--- config.mk ---
export PLATFORM = sky130hd
export DESIGN_NAME = md_ram
export DESIGN_NICKNAME = d
export VERILOG_FILES = /design/src/sv/md_ram.sv
export SDC_FILE = /design/constraint.sdc
export NUM_CORES = 2
export LEC_CHECK = 0
export ABC_AREA = 1
export BUFFER_PORTS_ARGS = -buffer_cell sky130_fd_sc_hd__buf_2
export CAP_MARGIN = 25
export CORE_MARGIN = 1
export CORE_UTILIZATION = 25
export CTS_CLUSTER_DIAMETER = 60
export CTS_CLUSTER_SIZE = 30
export DETAILED_ROUTE_END_ITERATION = 7
export PLACE_DENSITY_LB_ADDON = 0.15
export REMOVE_ABC_BUFFERS = 1
export SLEW_MARGIN = 0
export SYNTH_ARGS = -nofsm -noshare
export SYNTH_HDL_FRONTEND = slang
export SYNTH_SLANG_ARGS = --single-unit
--- constraint.sdc ---
create_clock -name clk -period 7 [get_ports clk]
set_input_delay 1.4 -clock clk [delete_from_list [all_inputs] [get_ports clk]]
set_output_delay 1.4 -clock clk [all_outputs]
set_load 0.1 [all_outputs]
--- src/sv/md_ram.sv ---
// ----------------------------------------------------------------------------
// md_ram - generic single-port-write, single-port-read RAM
// One write and one registered read per cycle.
// ----------------------------------------------------------------------------
`default_nettype none

module md_ram #(
  parameter int WIDTH = 32,
  parameter int DEPTH = 64
) (
  input  wire logic                     clk,
  input  wire logic                     we,
  input  wire logic [$clog2(DEPTH)-1:0] waddr,
  input  wire logic [WIDTH-1:0]         wdata,
  input  wire logic [$clog2(DEPTH)-1:0] raddr,
  output logic      [WIDTH-1:0]         rdata
);

  logic [WIDTH-1:0] mem [DEPTH];

  always_ff @(posedge clk) begin
    if (we) begin
      mem[waddr] <= wdata;
    end
    rdata <= mem[raddr];
  end

endmodule

`default_nettype wire

After elaboration in Yosys (flattened, before gate mapping)
Memory sizes are Yosys's and may differ from the RTL's. A register that Yosys moved wholly into a read port is not among the register bits.
Index checks and enable logic that the tools add are counted.
{"block": "word_totals", "ram_bits": 2048, "regBits": 0, "wordCells": 3, "memories": 1, "out_inout_bits": 32, "latch_bits": 0, "romBits": 0}
{"name": "mem", "depth": 64, "word_bits": 32, "read_ports": 1, "rd_ports_with_merged_regs": 1, "write_ports": 1, "line": "19", "source": "logic [WIDTH-1:0] mem [DEPTH];"}
{"block": "classes", "div": 0, "bitwise": 0, "shifts": 0, "order_cmp": 0, "addsub": 0, "multipliers": 0, "n_mux": 2, "n_reduce_logical": 0, "n_eq_ne": 0}
{"op": "1-bit two-way mux", "count": 2}

Longest topological paths before layout
{"block": "logic_depth", "depth_word": 2, "ltp_mapped": 13}

Worst setup path before layout
Ideal clock, no wire load.
{"block": "synth_path", "kind": "input -> register", "startpoint": "input we", "endpoint": "memory mem[48][0], enable pin", "setup_slack_ns": 1.470, "path_stages": 3, "arrival_ns": 5.028, "t_required_ns": 6.498, "path_buffers": 1, "path_cell_list": "clkbuf_1 -> nand4_1 -> nor4_1"}
{"block": "synth_via", "elab_chain_len": 2}
{"item": "start: declaration", "line": "12", "source": "input wire logic we,"}
{"item": "1-bit two-way mux", "line": "22", "source": "if (we) begin"}
{"item": "1-bit two-way mux (implied by the code)", "line": "23", "source": "mem[waddr] <= wdata;"}
{"item": "end: declaration", "line": "19"}
No other way between the ends.

==> results.json <==
{
  "syn_avg_cell_area_um2": 12.2,
  "synth-edff-count": 2048,
  "netlist_area_um2": 82700,
  "die_w_um": 577,
  "ys.flop_type": "edfxtp_1",
  "cts_root_buf": "clkbuf_16",
  "post_dp_cell_area_um2": 88600,
  "synth_seq_cells": 2080,
  "htreeDepth": 4,
  "ioPinCount": 78,
  "drc_errors": 0,
  "net-switching-power_mw": 6.51,
  "fin_skew_ns": 0.0339,
  "arrival_ns": 4.85,
  "p_clk_share_pct": 38.8,
  "hold_path_class": "reg2reg",
  "drtPass1Iterations": 7,
  "slew-limit-headroom_pct": 27.0,
  "cts.hold.buffers_added": 0,
  "grt_usage_pct": 16.9,
  "seq_area_frac_synth_pct": 75.1,
  "yosysTopAreaCell": "edfxtp_1",
  "worstSkewPairLatency_ns": 0.85,
  "die_h_um": 577,
  "synth_area_leaders": "edfxtp_1, nand3_1, nand2_1, buf_2, dfxtp_1",
  "post_cts_buffers": 0,
  "wl_per_cell_um": 25.6,
  "start_util_pct": 25.2,
  "finalSetupTns_ns": 0,
  "rsz0062_at_grt": "no",
  "ir_worst_vdd_v": 0.000195,
  "die-area_um2": 333000,
  "worst_pin_slew_ns": 1.10,
  "antenna_found_initial": 18,
  "worstPathRequired_ns": 7.79,
  "async_flop_share_pct": 0,
  "core-area_um2": 328000,
  "criticalPathCategory": "in2reg",
  "cap_violations": 0,
  "gp_congestion": 0.756,
  "grt_pass1_wl_mm": 405,
  "postRouteAntennaNets": 0,
  "finalCritPeriodShare_pct": 58.0,
  "grt_max_degree": 196,
  "max_freq_ghz": 0.246,
  "fin_area_um2": 94100,
  "drt_wl_total_mm": 287,
  "synth_top_area_share_pct": 74.3,
  "synth_cells": 6769,
  "ys_types": 16,
  "drv_slew": 0,
  "placed_cells": 10900,
  "critPathCaptureType": "flop",
  "cts_inserted_buffers": 166,
  "drt-vias-per-instance": 4.68,
  "crit_fanout": 195,
  "cts_tree": "built",
  "synth_common_cells": "nand2_1, edfxtp_1, nand3_1, buf_2, clkbuf_1",
  "p_int_mw": 19.1,
  "finalCoreUtilization_pct": 28.7,
  "p_per_area_nw_per_um2": 272,
  "cp-start-kind": "input pin",
  "final-setup-viol-count": 0,
  "period_needed_ns": 4.06,
  "p_sw_share_pct": 25.4,
  "stdcell_count": 11200,
  "path_clk_slew_ns": 0.08,
  "grt_pass1_vias": 51000,
  "hpwl_mm": 148,
  "max-clock-path-buffers": 4,
  "n_fill_cell": 33300,
  "std_cell_rows": 210,
  "status": "completed",
  "synth_warnings": 0,
  "drive_above_1_share_pct": 8.63,
  "overflow": 0,
  "routed-via-count": 52500,
  "drt_iter0_markers": 4446,
  "area_growth_pct": 13.8,
  "hold_viol_final": 0,
  "yosys.cell_count.top_type": "nand2_1",
  "cts_sinks": 2080,
  "port_buffers": 77,
  "nNetsFinal": 6793,
  "power_frac_seq_pct": 53.9,
  "cts.repair.resized": 0,
  "total_power_mw": 25.6,
  "p_comb_share_pct": 7.3,
  "power.leakage_nw": 31.9
}
==> cell usage in the layout, fill, tap and decap left out <==
cell type / instances
inv_16: 2
dfxtp_1: 32
nand2_1: 2248
clkbuf_8: 4
clkinv_4: 9
clkinv_1: 14
inv_8: 18
edfxtp_1: 2048
nand4_1: 9
buf_12: 25
inv_12: 4
nor4_2: 8
buf_16: 2
clkinv_8: 16
clkbuf_1: 17
nor2_4: 56
bufinv_16: 8
clkbuf_16: 169
inv_1: 7
clkinvlp_4: 5
buf_8: 4
clkinv_2: 11
buf_4: 155
nand3_1: 1907
buf_2: 72
diode_2: 8
inv_6: 25
==> stage by stage <==
| step | hold WS [ns] | setup WS [ns] |
|---|---|---|
| 6_report | 0.825 | 2.94 |
| 5_1_grt | 0.903 | 2.84 |
| 4_1_cts | 0.829 | 2.93 |
| 3_5_place_dp | 0.806 | 2.00 |
| 3_3_place_gp | 0.802 | 2.06 |
| 2_1_floorplan | 0.720 | 0.0646 |
==> final cells by class <==
cell class | count | area [µm²] | share of cell area [%]
Tap cell | 4346 | 5440 | 5.78
Clock inverter | 107 | 1190 | 1.27
Multi-Input combinational cell | 4228 | 18800 | 19.9
Antenna cell | 8 | 20.0 | 0.0213
Clock buffer | 189 | 4330 | 4.60
Inverter | 12 | 82.6 | 0.0877
Timing Repair Buffer | 259 | 2150 | 2.29
Sequential cell | 2080 | 62100 | 66.0
==> power groups by stage <==
stage	sequential [mW]	combinational, mW	clock (mW)
4_1_cts	13.8	1.90	10.2
5_1_grt	13.8	2.02	10.6
6_report	13.8	1.87	9.93
3_5_place_dp	14.1	1.90	0
3_3_place_gp	14.1	1.90	0
2_1_floorplan	14.3	0.734	0
==> registers in the layout (all words and copies together), names as in the netlist <==
name and flops:
mem 2048, rdata 32
==> cell families (layout without fill, tap and decap cells) <==
family	count (synthesis)	after routing	synth area share (%)
flops	2080	2080	75.1
other cells	0	8	0
simple gates	4228	4228	22.1
buf+inv	461	567	2.78
==> worst max-delay path, stage by stage <==
cell and delay, ns:
buf_8 0.19, inv_16 0.65, buf_4 0.46, buf_4 0.50, nand2_1 0.10, nand3_1 0.09, nand3_1 0.11, nand3_1 0.12
nand3_1 0.36, nand2_1 0.16, nand2_1 0.22, nand2_1 0.14
==> routing by layer <==
metal | vias up | share of wire [%] | global-route usage [%]
met5 | - | 0.0028 | 0
met4 | 2 | 1.5 | 3.09
met3 | 239 | 3.7 | 1.37
met2 | 1068 | 49 | 29.0
met1 | 27100 | 46 | 23.4
li1 | 24100 | - | -
==> worst paths after layout <==
check / startpoint / endpoint / slack, ns / cells past startpoint
worst max-delay path: raddr[0] / rdata[24]$_DFF_P_ / 2.94 / 12
worst min-delay path: mem[20][29]$_DFFE_PP_ / rdata[29]$_DFF_P_ / 0.82 / 8
worst max register to register: mem[47][3]$_DFFE_PP_ / rdata[3]$_DFF_P_ / 5.13 / 8
worst min register to register: mem[20][29]$_DFFE_PP_ / rdata[29]$_DFF_P_ / 0.82 / 8
(Power assumes the default switching activity.)
