<file path="src/sv/md_pkg.sv">
// ----------------------------------------------------------------------------
// md_pkg - shared types and constants for the Mahalanobis distance block
// Fixed-point limits, item codes, sequencer states and the request and
// response groups between the sequencer and the shared arithmetic unit.
// ----------------------------------------------------------------------------
`default_nettype none

package md_pkg;

  localparam int MAX_DIM = 8;
  localparam int IDX_W   = $clog2(MAX_DIM);
  localparam int ADDR_W  = 2 * IDX_W;
  localparam int CNT_W   = 4;
  localparam int WIDE_W  = 48;

  localparam logic signed [WIDE_W-1:0] WIDE_MAX = 48'sh7FFF_FFFF_FFFF;
  localparam logic signed [WIDE_W-1:0] WIDE_MIN = 48'sh8000_0000_0001;
  localparam logic [WIDE_W-2:0]        MAG_MAX  = {(WIDE_W-1){1'b1}};

  localparam logic [1:0] MODE_COV    = 2'd0;
  localparam logic [1:0] MODE_MEAN   = 2'd1;
  localparam logic [1:0] MODE_SAMPLE = 2'd2;

  localparam logic [1:0] ST_OK  = 2'd0;
  localparam logic [1:0] ST_NPD = 2'd1;
  localparam logic [1:0] ST_DIM = 2'd2;

  localparam logic       REG_DIMENSION = 1'b0;
  localparam logic [3:0] DIM_RESET     = 4'd8;

  typedef enum logic [1:0] {
    ALU_MUL,
    ALU_DIV,
    ALU_SQRT
  } alu_op_t;

  typedef struct packed {
    logic    start;
    alu_op_t op;
  } alu_req_t;

  typedef struct packed {
    logic done;
  } alu_rsp_t;

  typedef enum logic [1:0] {
    PH_DIAG,
    PH_OFF,
    PH_SOLVE
  } phase_t;

  typedef enum logic [4:0] {
    S_IDLE,
    S_COV_RD,
    S_COV_LD,
    S_K_CHK,
    S_RD_A,
    S_RD_B,
    S_MUL_GO,
    S_MUL_WAIT,
    S_ROOT_GO,
    S_ROOT_WAIT,
    S_DIV_PIV,
    S_DIV_GO,
    S_DIV_WAIT,
    S_SQ_GO,
    S_SQ_WAIT,
    S_DIST_GO,
    S_DIST_WAIT,
    S_RESULT
  } state_t;

endpackage

`default_nettype wire

</file>
<file path="src/sv/md_alu.sv">
// ----------------------------------------------------------------------------
// md_alu - shared iterative arithmetic unit
// Q16 multiply (four 24x24 partial products), restoring Q16 divide one
// quotient bit a cycle, and floor square root of (a << 16) two bits a cycle.
// ----------------------------------------------------------------------------
`default_nettype none

module md_alu
  import md_pkg::*;
(
  input  wire logic                     clk,
  input  wire logic                     rst,
  input  wire alu_req_t                 req,
  input  wire logic signed [WIDE_W-1:0] a,
  input  wire logic signed [WIDE_W-1:0] b,
  output alu_rsp_t                      rsp,
  output logic signed [WIDE_W-1:0]      result
);

  localparam int HALF_W = 24;
  localparam int ACC_W  = 2 * (WIDE_W - 1);

  function automatic logic [WIDE_W-2:0] mag(input logic signed [WIDE_W-1:0] v);
    logic [WIDE_W-1:0] m;
    m = v[WIDE_W-1] ? (~v + 1'b1) : v;
    return m[WIDE_W-2:0];
  endfunction

  logic                busy;
  logic                done;
  alu_op_t             op_r;
  logic [5:0]          cnt;
  logic                neg;
  logic [WIDE_W-2:0]   opa_m;
  logic [WIDE_W-2:0]   opb_m;
  logic [2*HALF_W-1:0] pp;
  logic [1:0]          pp_code;
  logic [ACC_W-1:0]    acc;
  logic [WIDE_W-1:0]   rem;
  logic [31:0]         root;

  logic [HALF_W-1:0]   a_half, b_half;
  logic [ACC_W-1:0]    pp_shifted;
  logic [ACC_W-17:0]   p16;
  logic [WIDE_W-2:0]   mul_mag;
  logic [WIDE_W-1:0]   div_r2;
  logic                div_ge;
  logic [WIDE_W-2:0]   div_mag;
  logic [34:0]         sq_rem2;
  logic [34:0]         sq_trial;
  logic                sq_ge;

  always_comb begin
    a_half = cnt[0] ? {1'b0, opa_m[WIDE_W-2:HALF_W]} : opa_m[HALF_W-1:0];
    b_half = cnt[1] ? {1'b0, opb_m[WIDE_W-2:HALF_W]} : opb_m[HALF_W-1:0];
    case (pp_code)
      2'd0:    pp_shifted = ACC_W'(pp);
      2'd3:    pp_shifted = ACC_W'(pp) << (2 * HALF_W);
      default: pp_shifted = ACC_W'(pp) << HALF_W;
    endcase
    p16     = acc[ACC_W-1:16];
    mul_mag = (p16 > (ACC_W-16)'(MAG_MAX)) ? MAG_MAX : p16[WIDE_W-2:0];
    div_r2  = {rem[WIDE_W-2:0], acc[62]};
    div_ge  = div_r2 >= {1'b0, opb_m};
    div_mag = (acc[62:0] > 63'(MAG_MAX)) ? MAG_MAX : acc[WIDE_W-2:0];
    sq_rem2  = {rem[32:0], acc[63:62]};
    sq_trial = {1'b0, root, 2'b01};
    sq_ge    = sq_rem2 >= sq_trial;
  end

  always_ff @(posedge clk) begin
    if (rst) begin
      busy <= 1'b0;
      done <= 1'b0;
    end else begin
      done <= 1'b0;
      if (!busy && req.start) begin
        op_r <= req.op;
        cnt  <= '0;
        neg  <= a[WIDE_W-1] ^ b[WIDE_W-1];
        case (req.op)
          ALU_MUL: begin
            opa_m <= mag(a);
            opb_m <= mag(b);
            acc   <= '0;
            busy  <= 1'b1;
          end
          ALU_DIV: begin
            if (mag(b) == '0) begin
              result <= a[WIDE_W-1] ? WIDE_MIN : WIDE_MAX;
              done   <= 1'b1;
            end else begin
              opb_m <= mag(b);
              acc   <= {31'b0, mag(a), 16'b0};
              rem   <= '0;
              busy  <= 1'b1;
            end
          end
          ALU_SQRT: begin
            acc  <= {30'b0, 1'b0, a[WIDE_W-2:0], 16'b0};
            rem  <= '0;
            root <= '0;
            busy <= 1'b1;
          end
          default: begin
            done <= 1'b1;
          end
        endcase
      end else if (busy) begin
        cnt <= cnt + 1'b1;
        case (op_r)
          ALU_MUL: begin
            if (cnt <= 6'd3) begin
              pp      <= a_half * b_half;
              pp_code <= cnt[1:0];
            end
            if (cnt >= 6'd1 && cnt <= 6'd4) begin
              acc <= acc + pp_shifted;
            end
            if (cnt == 6'd5) begin
              result <= neg ? -$signed({1'b0, mul_mag}) : $signed({1'b0, mul_mag});
              done   <= 1'b1;
              busy   <= 1'b0;
            end
          end
          ALU_DIV: begin
            if (cnt == 6'd63) begin
              result <= neg ? -$signed({1'b0, div_mag}) : $signed({1'b0, div_mag});
              done   <= 1'b1;
              busy   <= 1'b0;
            end else begin
              rem       <= div_ge ? (div_r2 - {1'b0, opb_m}) : div_r2;
              acc[62:0] <= {acc[61:0], div_ge};
            end
          end
          ALU_SQRT: begin
            if (cnt == 6'd32) begin
              result <= $signed({16'b0, root});
              done   <= 1'b1;
              busy   <= 1'b0;
            end else begin
              rem       <= {13'b0, sq_ge ? (sq_rem2 - sq_trial) : sq_rem2};
              root      <= {root[30:0], sq_ge};
              acc[63:0] <= {acc[61:0], 2'b00};
            end
          end
          default: begin
            busy <= 1'b0;
            done <= 1'b1;
          end
        endcase
      end
    end
  end

  assign rsp.done = done;

endmodule

`default_nettype wire

</file>
<file path="config.mk">
export PLATFORM = sky130hd
export DESIGN_NAME = md_alu
export DESIGN_NICKNAME = d
export VERILOG_FILES = /design/src/sv/md_pkg.sv /design/src/sv/md_alu.sv
export SDC_FILE = /design/constraint.sdc
export NUM_CORES = 2
export LEC_CHECK = 0
export ABC_AREA = 1
export ABC_CLOCK_PERIOD_IN_PS = 10200
export BUFFER_PORTS_ARGS = -buffer_cell sky130_fd_sc_hd__buf_2
export CORE_ASPECT_RATIO = 1.2
export CORE_UTILIZATION = 45
export CTS_BUF_LIST = sky130_fd_sc_hd__clkbuf_2 sky130_fd_sc_hd__clkbuf_4 sky130_fd_sc_hd__clkbuf_8
export DETAILED_ROUTE_END_ITERATION = 10
export PLACE_DENSITY = 0.73
export SLEW_MARGIN = 20
export SYNTH_ARGS = -nofsm -noshare
export SYNTH_HDL_FRONTEND = slang
export SYNTH_SLANG_ARGS = --single-unit
</file>
<file path="constraint.sdc">
create_clock -name clk -period 10.2 [get_ports clk]
set_input_delay 0.51 -clock clk [delete_from_list [all_inputs] [get_ports clk]]
set_output_delay 0.51 -clock clk [all_outputs]
set_load 0.02 [all_outputs]
</file>
-- After elaboration in Yosys (flattened, before gate mapping)
Cells that the tools add are included.
Widths: inputs -> output; s select.
- flip-flop bits (word level): 376
- bits in latches: 0
- bits in writable memories: 0
- memory bits (read-only): 0
- input bits: 101
- output and inout port bits: 49
- word-level logic and storage cells: 148
- memories kept: 0
- $add $sub $neg: 8
- $mul: 1
- divide/modulo/power cells: 0
- $lt $le $gt $ge: 7
- equal/unequal tests: 23
- shift-type cells: 0
- mux-type cells: 61
- bitwise gates (word level): 5
- reduce and logical (&&, ||, !) cells: 28
- operators by type and width (kind ; count):
    $mux 47 ; 11
    $mux 48 ; 10
    $mux 94 ; 4
    $pmux 47 s2 ; 3
    $pmux 94 s3 ; 1
    $pmux 63 s3 ; 1
    $pmux 94 s2 ; 1
    $mux 32 ; 5
    $pmux 48 s3 ; 1
    $neg 47->48 ; 2
    $add 47x1->47 const B ; 2
    $add 94x94->94 ; 1
    $not 47->47 ; 2
    $gt 78x47->1 const B ; 1
    $mux 64 ; 1
    $gt 63x47->1 const B ; 1
    $mux 63 ; 1
    $ge 48x47->1 ; 1
    $mul 24x24->48 ; 1
    $mux 24 ; 2
    $logic_not 47->1 ; 1
    $sub 47x47->47 ; 1
    $ge 35x34->1 ; 1
    $mux 35 ; 1
    other kinds (36) ; 77

-- Depth between registers and ports, before layout
- depth after elaboration: 8
- depth in mapped cells: 35
- mapped depth without buffers: 33

-- Least setup slack after synthesis
Ideal clock, no wire load.
- kind: register to register
- start: reg cnt[0]
- end: reg pp[40], data pin
- library setup time: 260 ps
- arrival: 7149 ps
- required time: 9940 ps
- slack: 2791 ps
- cell stages (with the launch flop): 34
- path buffers: 2
- period minus slack after synthesis: 7409 ps
- cells stage by stage: edfxtp_1 > inv_1 > clkbuf_1 > or2_2 > o21ai_1 > clkbuf_1 > nor2_1 > fa_1 > inv_1 > fa_1 > inv_1 > fa_1 > inv_1 > fa_1 > inv_1 > fa_1 > fa_1 > inv_1 > fa_1 > inv_1 > ha_1 > a21oi_1 > inv_1 > a31oi_1 > o21ai_0 > nand3_1 > o211ai_1 > a21oi_1 > inv_1 > a21oi_1 > inv_1 > nand3_1 > nand3_1 > xor2_1
- word-level cells in the longest chain between the ends: 2
- ends and longest elaborated chain (element ; line ; RTL):
    start: declaration ; md_alu.sv:32 ; logic [5:0] cnt;
    start signal: assignment ; md_alu.sv:110 ; cnt <= cnt + 1'b1;
    $mux 24 ; md_alu.sv:54 ; a_half = cnt[0] ? {1'b0, opa_m[WIDE_W-2:HALF_W]} : opa_m[HALF_W-1:0];
    $mul 24x24->48 ; md_alu.sv:114 ; pp <= a_half * b_half;
    end signal: assignment ; md_alu.sv:114 ;
    end: declaration ; md_alu.sv:36 ; logic [2*HALF_W-1:0] pp;
Every way passes these cells.
A chain may end at the register's enable or synchronous reset.

-- Final worst setup path
- start: reg cnt[1]
- end: reg pp[35], data pin
- word-level cells in the longest chain between the ends: 2
- ends and longest elaborated chain (element ; line ; RTL):
    $mux 24 ; md_alu.sv:55 ; b_half = cnt[1] ? {1'b0, opb_m[WIDE_W-2:HALF_W]} : opb_m[HALF_W-1:0];
    $mul 24x24->48 ; md_alu.sv:114 ;
Every way passes these cells.

==> key figures <==
Run status
  • Status: finished, final reports clean

Setup path
  • Crit-path max FO: 31
  • Cells on worst reg2reg path: 27
  • Startpoint types: register
  • R2r endpoint: pp[35]$_DFFE_PP_
  • WS Path Type: register to register
  • R2R Setup Slk: 1.26 ns
  • Worst EP required: 10.68 ns
  • CP arrival: 9.42 ns
  • R2R Path Start: cnt[1]$_SDFFCE_PP0P_
  • Max stage delay on crit path: 0.96 ns
  • CP max stage cell: edfxtp_1
  • Crit end category: register

Clock tree
  • CTS tree: done
  • Htree depth: 3
  • Clk slew on worst S/H paths: 0.08 ns
  • CTS buffer count: 68
  • Clk_lat worst skew: 0.77 ns
  • Clock Path Buffers: 3
  • CTS root buf: clkbuf_8
  • Clk sinks: 376
  • Resize count post-CTS: 0

Route
  • Drt pass-1 iters: 7
  • Routed vias/inst: 5.78
  • Via count: 54200
  • Total wire length: 224 mm
  • Initial DRC count: 5565
  • Number of remaining DRC errors: 0
  • Wire per inst: 23.9 um
  • Antenna viol nets, final: 0

Synth
  • Mapped Area: 54700 um^2
  • Synth unique cells: 60
  • Mapped Avg Cell Area: 7.12 um^2
  • Net Count, Synth: 8631
  • Sequential area share after synthesis: 0.206
  • Synth warnings: 0
  • Yosys reg bits: 376
  • Ys flop type: edfxtp_1
  • Ys async rst share: 0
  • Gate Count Post-Synth: 7681
  • Number of flops mapped to enable cells by yosys: 374

Floorplanning
  • Die height: 384 um
  • Core ar.: 120000 um^2
  • Standard-cell rows: 139
  • Ports: 150
  • Die area: 123000 um^2
  • Initial Util: 0.456
  • Die Wd: 320 um

Global route
  • Vias in the first global route: 53100
  • M3 GR Usage: 0.0642
  • Tot GR Track Use: 0.360
  • Grt ovf: 0
  • Largest net degree at the start of global routing: 88
  • Met2 Track Usage GR: 0.581
  • First-pass GRT wire length: 329 mm
  • Met1 Use GR: 0.429
  • Grt peak-use layer: met2
  • Initial antenna violation count: 10

Job
  • Maxcap violations: 0

STA
  • Fmax: 112 MHz
  • Tcrit/Tclk final: 0.877
  • Final TNS setup: 0 ns
  • Final hold vios: 0
  • Slew Viols, Final: 0
  • RSZ-0062 raised after global routing: false
  • WHS: 0.0716 ns
  • Clock Skews: 0.0788 ns
  • Setup-failing EPs final: 0
  • Least-Margin Pin Slew: 1.14 ns
  • Worst Slack Setup Final: 1.26 ns
  • Slew headroom: 0.232
  • Tmin final: 8.94 ns

Min path
  • Endpoint, Worst Hold: op_r[1]$_DFFE_PP_
  • Worst Hold Class: input pin to register
  • Hold Crit Start: req[1]
  • Hold Path Depth: 1

Finish
  • Commonest non-fill, non-tap cell in the layout: nand2_1
  • Layout cell share with drive strength beyond 1: 0.0611
  • Final Util: 0.490
  • Nets@finish: 8710
  • Most frequent cells in the layout: nand2_1 (1479), inv_1 (1429), nor2_1 (1092)
  • Area Growth Syn to Fin: 7.50%

Placed design
  • I/O Buffers: 149
  • Final GP Congestion: 1.10
  • Dpl hpwl: 182 mm
  • Pre-CTS setup slack: 1.45 ns
## state kept, by name, summed over array words and instances, names as in the netlist, 6 cells and up
register and cells:
opb_m 47, cnt 6, result 48, root 32, rem 47, acc 94, opa_m 47, pp 48
## worst max-delay path, delay by kind of cell, from the launching register on
| family | cells | cell delay, ns |
|---|---|---|
| XOR/XNOR | 1 | 0.13 |
| AND/OR/NAND/NOR | 7 | 0.93 |
| adder cells (fa/ha/maj) | 8 | 3.57 |
| flip-flops | 1 | 0.96 |
| buffers and inverters | 5 | 1.23 |
| AO/OA/AOI/OAI | 6 | 1.81 |
## final cells by class
type	instances	area, um^2
diodes	7	17.5
clock buffers	86	1090
clock inverters	37	375
fillers	12200	61200
inverters	1448	5440
multi-input cells	5614	37100
flip-flops and latches	376	11300
well taps	1551	1940
repair buffers	252	1520
## timing repair
action,CTS,global route
hold endpoints to repair,1,1
hold buffers,1,1
setup endpoints to repair,0,0
buffers inserted,0,0
## through the flow
stage,cell area (um^2),std cells
after global routing,58800,9365
after floorplan,54700,7681
final,58800,9371
after detailed placement,57300,9239
after CTS,58700,9363
after global placement,57300,9239
## routing by layer
metal / up-vias / share of wire
met1: 25600 / 0.37
met5: - / 0.00017
met4: 6 / 0.088
met2: 2975 / 0.45
li1: 24900 / -
met3: 765 / 0.086
## Yosys cell counts (all sizes together) (5+ instances only)
library cell | n | area (um^2)
nand2 | 1483 | 5580
inv | 1438 | 5400
nor2 | 1122 | 4300
a21oi | 514 | 2580
o21ai | 488 | 2450
fa | 484 | 9690
edfxtp | 374 | 11200
ha | 365 | 4570
nand3 | 274 | 1380
clkbuf | 202 | 761
xor2 | 141 | 1230
xnor2 | 95 | 832
a31oi | 91 | 569
nor3 | 80 | 405
o22ai | 68 | 425
nand4 | 66 | 413
a22oi | 64 | 480
buf | 41 | 213
or2 | 39 | 244
o211ai | 35 | 263
o21a | 35 | 263
o221ai | 32 | 280
nor4 | 23 | 144
a21o | 17 | 128
o21bai | 17 | 128
nand3b | 11 | 82.6
clkinv | 10 | 37.5
o31ai | 10 | 75.1
a21boi | 9 | 67.6
and3 | 7 | 43.8
a22o | 6 | 52.6
o2111ai | 6 | 52.6
a211oi | 5 | 37.5
## cells by family (layout without fill, tap and decap cells)
group / after synthesis / count (layout) / share of synthesized area
AND/OR/NAND/NOR: 3113 / 3113 / 0.231
buffers and inverters: 1691 / 1823 / 0.117
AO/OA/AOI/OAI: 1412 / 1412 / 0.146
adder cells (fa/ha/maj): 849 / 849 / 0.261
flip-flops: 376 / 376 / 0.206
XOR/XNOR: 236 / 236 / 0.0378
multiplexers: 4 / 4 / 0.000732
other: 0 / 7 / 0
## worst max-delay path by stage
stage | from | slack (ns) | to
floorplan | cnt[0]$_SDFFCE_PP0P_ | 2.79 | pp[40]$_DFFE_PP_
global placement | cnt[1]$_SDFFCE_PP0P_ | 1.45 | pp[25]$_DFFE_PP_
detailed placement | cnt[1]$_SDFFCE_PP0P_ | 1.45 | pp[35]$_DFFE_PP_
CTS | cnt[1]$_SDFFCE_PP0P_ | 1.40 | pp[35]$_DFFE_PP_
global route | cnt[1]$_SDFFCE_PP0P_ | 0.85 | pp[35]$_DFFE_PP_
finish | cnt[1]$_SDFFCE_PP0P_ | 1.26 | pp[35]$_DFFE_PP_
Power is left out: the tool's default activity adds up to more than one toggle a clock period on the data nets, which glitch-free logic cannot reach.
